==> src/design/opsc_pkg.sv <==
// Shared widths, command codes and interface structs for the odd-only prime sieve.
package opsc_pkg;

    // Field widths fixed by the stream and configuration formats
    localparam int CMD_W       = 2;
    localparam int NUM_W       = 18;
    localparam int LIMIT_W     = 18;
    localparam int CNT_W       = 17;
    localparam int IN_TDATA_W  = 24;
    localparam int OUT_TDATA_W = 144;
    localparam int ITEM_W      = CMD_W + NUM_W;
    localparam int RESULT_W    = 1 + 8 * CNT_W;

    localparam logic [LIMIT_W-1:0] LIMIT_RESET = 18'd131073;

    // Command codes carried in the cmd field
    localparam logic [CMD_W-1:0] CMD_SIEVE = 2'd0;
    localparam logic [CMD_W-1:0] CMD_QUERY = 2'd1;
    localparam logic [CMD_W-1:0] CMD_COUNT = 2'd2;

    // One input item; cmd sits in the lowest bits
    typedef struct packed {
        logic [NUM_W-1:0] query_number;
        logic [CMD_W-1:0] cmd;
    } opsc_item_t;

    // One result item; number_is_prime sits in the lowest bit
    typedef struct packed {
        logic [CNT_W-1:0] quadruplet_candidates;
        logic [CNT_W-1:0] triplet_candidates;
        logic [CNT_W-1:0] twin_candidates;
        logic [CNT_W-1:0] quadruplet_hits;
        logic [CNT_W-1:0] triplet_two_hits;
        logic [CNT_W-1:0] triplet_one_hits;
        logic [CNT_W-1:0] twin_hits;
        logic [CNT_W-1:0] prime_count;
        logic             number_is_prime;
    } opsc_result_t;

    // Commands from the controller to the datapath
    typedef struct packed {
        logic capture;
        logic sieve_start;
        logic fill_step;
        logic outer_init;
        logic p_read;
        logic inner_init;
        logic clear_step;
        logic outer_next;
        logic scan_sieve;
        logic count_start;
        logic scan_step;
        logic query_read;
        logic load_out;
    } opsc_ctrl_t;

    // Status from the datapath to the controller
    typedef struct packed {
        logic [CMD_W-1:0] cmd;
        logic             map_valid;
        logic             lim_small;
        logic             fill_done;
        logic             pp_over;
        logic             p_bit;
        logic             n_over;
        logic             scan_done;
        logic             out_free;
    } opsc_stat_t;

endpackage

==> src/design/opsc_ctrl.sv <==
// Controller state machine sequencing the sieve, query and constellation count.
module opsc_ctrl (
    input  logic                 clk,
    input  logic                 rst_n,
    input  logic                 s_tvalid,
    output logic                 s_tready,
    input  opsc_pkg::opsc_stat_t stat,
    output opsc_pkg::opsc_ctrl_t ctl
);
    import opsc_pkg::*;

    localparam logic [3:0] S_IDLE       = 4'd0;
    localparam logic [3:0] S_DISPATCH   = 4'd1;
    localparam logic [3:0] S_FILL       = 4'd2;
    localparam logic [3:0] S_OUTER_CHK  = 4'd3;
    localparam logic [3:0] S_OUTER_TEST = 4'd4;
    localparam logic [3:0] S_INNER      = 4'd5;
    localparam logic [3:0] S_SCAN       = 4'd6;
    localparam logic [3:0] S_DRAIN      = 4'd7;
    localparam logic [3:0] S_QREAD      = 4'd8;
    localparam logic [3:0] S_FINISH     = 4'd9;

    logic [3:0] state_reg;
    logic [3:0] state_next;

    // Next state and datapath commands
    always_comb
    begin
        ctl         = '0;
        state_next  = state_reg;
        s_tready    = (state_reg == S_IDLE);
        ctl.capture = s_tvalid && s_tready;
        case (state_reg)
            S_IDLE:
            begin
                if (s_tvalid)
                begin
                    state_next = S_DISPATCH;
                end
            end
            S_DISPATCH:
            begin
                case (stat.cmd)
                    CMD_SIEVE:
                    begin
                        ctl.sieve_start = 1'b1;
                        state_next      = stat.lim_small ? S_FINISH : S_FILL;
                    end
                    CMD_QUERY:
                    begin
                        state_next = S_QREAD;
                    end
                    CMD_COUNT:
                    begin
                        ctl.count_start = 1'b1;
                        state_next      = stat.map_valid ? S_SCAN : S_FINISH;
                    end
                    default:
                    begin
                        state_next = S_FINISH;
                    end
                endcase
            end
            S_FILL:
            begin
                // Mark every odd entry up to the limit as a candidate
                ctl.fill_step = 1'b1;
                if (stat.fill_done)
                begin
                    ctl.outer_init = 1'b1;
                    state_next     = S_OUTER_CHK;
                end
            end
            S_OUTER_CHK:
            begin
                if (stat.pp_over)
                begin
                    ctl.scan_sieve = 1'b1;
                    state_next     = S_SCAN;
                end
                else
                begin
                    ctl.p_read = 1'b1;
                    state_next = S_OUTER_TEST;
                end
            end
            S_OUTER_TEST:
            begin
                if (stat.p_bit)
                begin
                    ctl.inner_init = 1'b1;
                    state_next     = S_INNER;
                end
                else
                begin
                    ctl.outer_next = 1'b1;
                    state_next     = S_OUTER_CHK;
                end
            end
            S_INNER:
            begin
                // Strike p*p, p*p+2p, ... up to the limit
                if (stat.n_over)
                begin
                    ctl.outer_next = 1'b1;
                    state_next     = S_OUTER_CHK;
                end
                else
                begin
                    ctl.clear_step = 1'b1;
                end
            end
            S_SCAN:
            begin
                ctl.scan_step = 1'b1;
                if (stat.scan_done)
                begin
                    state_next = S_DRAIN;
                end
            end
            S_DRAIN:
            begin
                state_next = S_FINISH;
            end
            S_QREAD:
            begin
                ctl.query_read = 1'b1;
                state_next     = S_FINISH;
            end
            S_FINISH:
            begin
                if (stat.out_free)
                begin
                    ctl.load_out = 1'b1;
                    state_next   = S_IDLE;
                end
            end
            default:
            begin
                state_next = S_IDLE;
            end
        endcase
    end

    always_ff @(posedge clk or negedge rst_n)
    begin
        if (!rst_n)
        begin
            state_reg <= S_IDLE;
        end
        else
        begin
            state_reg <= state_next;
        end
    end

endmodule

==> config.mk <==
export PLATFORM = sky130hd
export DESIGN_NAME = opsc_ctrl
export DESIGN_NICKNAME = d
export VERILOG_FILES = /design/src/design/opsc_pkg.sv /design/src/design/opsc_ctrl.sv
export SDC_FILE = /design/constraint.sdc
export NUM_CORES = 1
export LEC_CHECK = 0
export BUFFER_PORTS_ARGS = -buffer_cell sky130_fd_sc_hd__buf_2
export CORE_AREA = 2 2 39 41
export DETAILED_ROUTE_END_ITERATION = 8
export DIE_AREA = 0 0 41 43
export PLACE_DENSITY = 0.75
export REMOVE_ABC_BUFFERS = 1
export SLEW_MARGIN = 10
export SYNTH_ARGS = -nofsm -noshare
export SYNTH_HDL_FRONTEND = slang
export SYNTH_SLANG_ARGS = --single-unit
==> constraint.sdc <==
create_clock -name clk -period 3.3 [get_ports clk]
set_input_delay 0.165 -clock clk [delete_from_list [all_inputs] [get_ports clk]]
set_output_delay 0.165 -clock clk [all_outputs]
set_load 0.1 [all_outputs]
Yosys cells after proc, flatten, opt, wreduce, memory -nomap -nowiden
Cells that the tools add are included.

storage, ports and cells
  output and inout port bits = 14
  word-level logic and storage cells = 54
  flip-flop bits (word level) = 4
  bits of input ports = 13

operators by class
  eq/ne operators = 16
  reductions and logical operators = 5
  mux-type cells = 32

operator list
  kind                                                 count
  case mux 4 bit (9 select lines)                      1
  two-way mux 4 bit                                    7
  two-way mux 1 bit                                    19
  equality test 4 x 3 -> 1 bit, second input constant  4
  case mux 4 bit (3 select lines)                      1
  != test 2 bit, second input constant                 5
  equality test 4 x 2 -> 1 bit, second input constant  2
  equality test 4 bit, second input constant           2
  AND reduction 5 bit                                  1
  equality test 4 x 1 -> 1 bit, second input constant  1
  logical NOT 4 bit                                    1
  two-way mux 2 bit                                    2
  two-way mux 3 bit                                    1
  equality test 2 x 1 -> 1 bit, second input constant  1
  equality test 2 bit, second input constant           1
  logical NOT 2 bit                                    1
  case mux 1 bit (2 select lines)                      1
  OR reduction 2 bit                                   1
  logical AND 1 bit                                    1

Depth between registers and ports, before layout
  depth after elaboration = 3
  gate-level depth with buffers = 5
  mapped depth without buffers = 4

Worst setup path after synthesis
Ideal clock, no wire load.

  path type = register to output
  start point = reg state_reg[3]
  end point = out ctl[9] (netlist name)
  data required time = 3.135 ns
  buffers on the path = 0
  cell stages (with the launch flop) = 3
  slack = -1.614 ns
  data arrival time = 4.749 ns
  cell sequence = dfrtp_1 > nor4b_1 > and2_1

RTL lines
  element                 line              text
  start, declared         opsc_ctrl.sv:23   logic [3:0] state_reg;
  start signal, assigned  opsc_ctrl.sv:153  state_reg <= state_next;
  end, declared           opsc_ctrl.sv:8    output opsc_pkg::opsc_ctrl_t ctl

==> results.json <==
{
  "status": "completed",
  "cts_tree": "yes",
  "cts_max_level": 1,
  "yosysTopAreaCell": "dfrtp_1",
  "numCtsBuffers": 3,
  "worstSkewPairLatency_ps": 240,
  "synth_seq_cells": 4,
  "drive_gt1_share_pct": 33.0,
  "critPathArrivalTime_ps": 1970,
  "drv_cap": 0,
  "synth.cell_area_um2": 498,
  "n_antenna_cell": 0,
  "core-area_mm2": 0.00138,
  "fmax_ghz": 0.469,
  "vias": 607,
  "critical_path_required_ps": 3130,
  "cts_sinks": 4,
  "rsz0062_at_grt": "no",
  "utilization_pct": 47.8,
  "synth_edf_count": 0,
  "dpl_cell_area_um2": 629,
  "numPortBuffers": 26,
  "ys_top_cells_by_area": "dfrtp_1 (20%), nor2b_1 (5.0%), nor3_1 (5.0%), o21ai_0 (5.0%), nor2_1 (4.5%)",
  "fillers": 149,
  "start_util_pct": 36.0,
  "seq_area_um2": 100,
  "final_cell_mix": "buf_2 (26), nor2_1 (6), nor3_1 (5), o21ai_0 (5)",
  "gr-total-overflow": 0,
  "ctsResizeCount": 0,
  "drt-initial-drc-count": 13,
  "hold_violations": 0,
  "grt_pass1_wl_um": 2130,
  "syn_avg_cell_area_um2": 7.32,
  "cts_buffer_depth": 2,
  "slew_viol_final": 0,
  "cp_cell_sequence": "nand2b_4 > or4_1 > nor2_1 > buf_2",
  "post-route-drc-count": 0,
  "die_w_um": 41,
  "wl_um": 1340,
  "worstSetupStartpointType": "register",
  "min_path_type": "in2async",
  "yosysUniqueCellTypes": 34,
  "period_share_pct": 64.6,
  "multi_input_area_um2": 372,
  "synth_ff_type": "dfrtp_1",
  "grt_pass1_vias": 490,
  "largest_reg_flops": 4,
  "dr.pass1.iters": 4,
  "ir_drop_mv": 0.546,
  "gp_congestion": 0.793,
  "final_area_um2": 662,
  "slew_headroom_pct": 65.9,
  "clock-root-buffer": "clkbuf_4",
  "r2r_start": "state_reg[0]$_DFFE_PN0P_",
  "power_density_mw_per_mm2": 964,
  "yosys.area.top_type_share_pct": 20.1,
  "layout_commonest_cell": "buf_2",
  "area_delta_synth_final_pct": 32.9,
  "end_kind": "output pin",
  "synthCells": 68,
  "crit_fanout": 16,
  "dpl.hpwl_um": 1010,
  "worst_pin_slew_ps": 512,
  "wire_per_inst_um": 12.2,
  "setup_viol": 0,
  "antenna_found_initial": 0,
  "hold_buffers": 1,
  "die-area_mm2": 0.00176,
  "io_pins": 27,
  "final_antenna_net_count": 0,
  "cp-startpoint": "state_reg[0]$_DFFE_PN0P_",
  "path_class": "reg2out",
  "p_leak_nw": 0.313,
  "synth_warnings": 0,
  "cts_setup_buffers": 0,
  "nets": 109,
  "grt_max_degree": 18,
  "slowest_delay_ps": 650,
  "vias_per_cell": 5.52,
  "track_usage_pct": 17.1,
  "fin_worst_skew_ps": 8.37,
  "period_minus_slack_ps": 2130,
  "setup_tns_ps": 0,
  "die_h_um": 43,
  "synthArstFlopShare_pct": 100,
  "clk_pin_slew_ps": 40,
  "crit_path_top_delay_cell": "dfrtp_1",
  "rows": 14,
  "seq_area_frac_synth_pct": 20.1
}
[worst max-delay path, delay by kind of cell (launching register included)]
family | cells | cell delay, ps
simple gates | 3 | 660
flops | 1 | 650
buf+inv | 1 | 420
[worst paths after layout]
path	end	slack, ps	cells past startpoint
max in group asynchronous	state_reg[3]$_DFFE_PN0P_	2910	2
worst max-delay path	ctl[11]	1170	4
min in group clk	state_reg[2]$_DFFE_PN0P_	290	3
worst max register to register	state_reg[1]$_DFFE_PN0P_	1690	4
worst min-delay path	state_reg[2]$_DFFE_PN0P_	260	2
worst min register to register	state_reg[2]$_DFFE_PN0P_	810	1
[cells by family after synthesis]
kind of cell	count (synthesis)	share of synthesized area (%)
buf+inv	6	5.28
compound gates	18	25.6
simple gates	39	47.0
flops	4	20.1
mux	1	2.01
[stage by stage]
step           hold slack [ps]  setup WS (ps)  total power, mW  instances
2_1_floorplan             -131          -1710            0.495         64
3_3_place_gp             -30.0           1460            0.571        106
3_5_place_dp             -28.8           1400            0.576        106
4_1_cts                    252           1150            0.641        110
5_1_grt                    288           1060            0.682        110
6_report                   264           1170            0.638        110
[layout make-up]
class / count / share of cell area, %
flip-flops and latches: 4 / 15.1
inverters: 2 / 1.13
well taps: 16 / 3.02
repair buffers: 27 / 21.2
clock buffers: 3 / 3.40
multi-input cells: 58 / 56.1
[report_power, final]
group	leakage (nW)	switching (mW)	internal [mW]
sequential	0.0507	0.0756	0.0672
clock	0.0138	0.0195	0.0406
combinational	0.249	0.319	0.116
total	0.313	0.414	0.224
[Yosys cell counts (3+ instances only)]
master	count
o21ai_0	5
nor3_1	5
buf_2	3
nor2_1	6
nand2_1	3
and2_1	3
nand2b_1	3
nor4_1	3
dfrtp_1	4
nor2b_1	4
[metal layers]
metal  global-route usage [%]  share of wire [%]
met5                        0                  0
met4                     6.00                  0
met3                     3.14                6.0
met2                     24.1                 48
met1                     25.2                 46
Power figures use the tool's default switching activity.
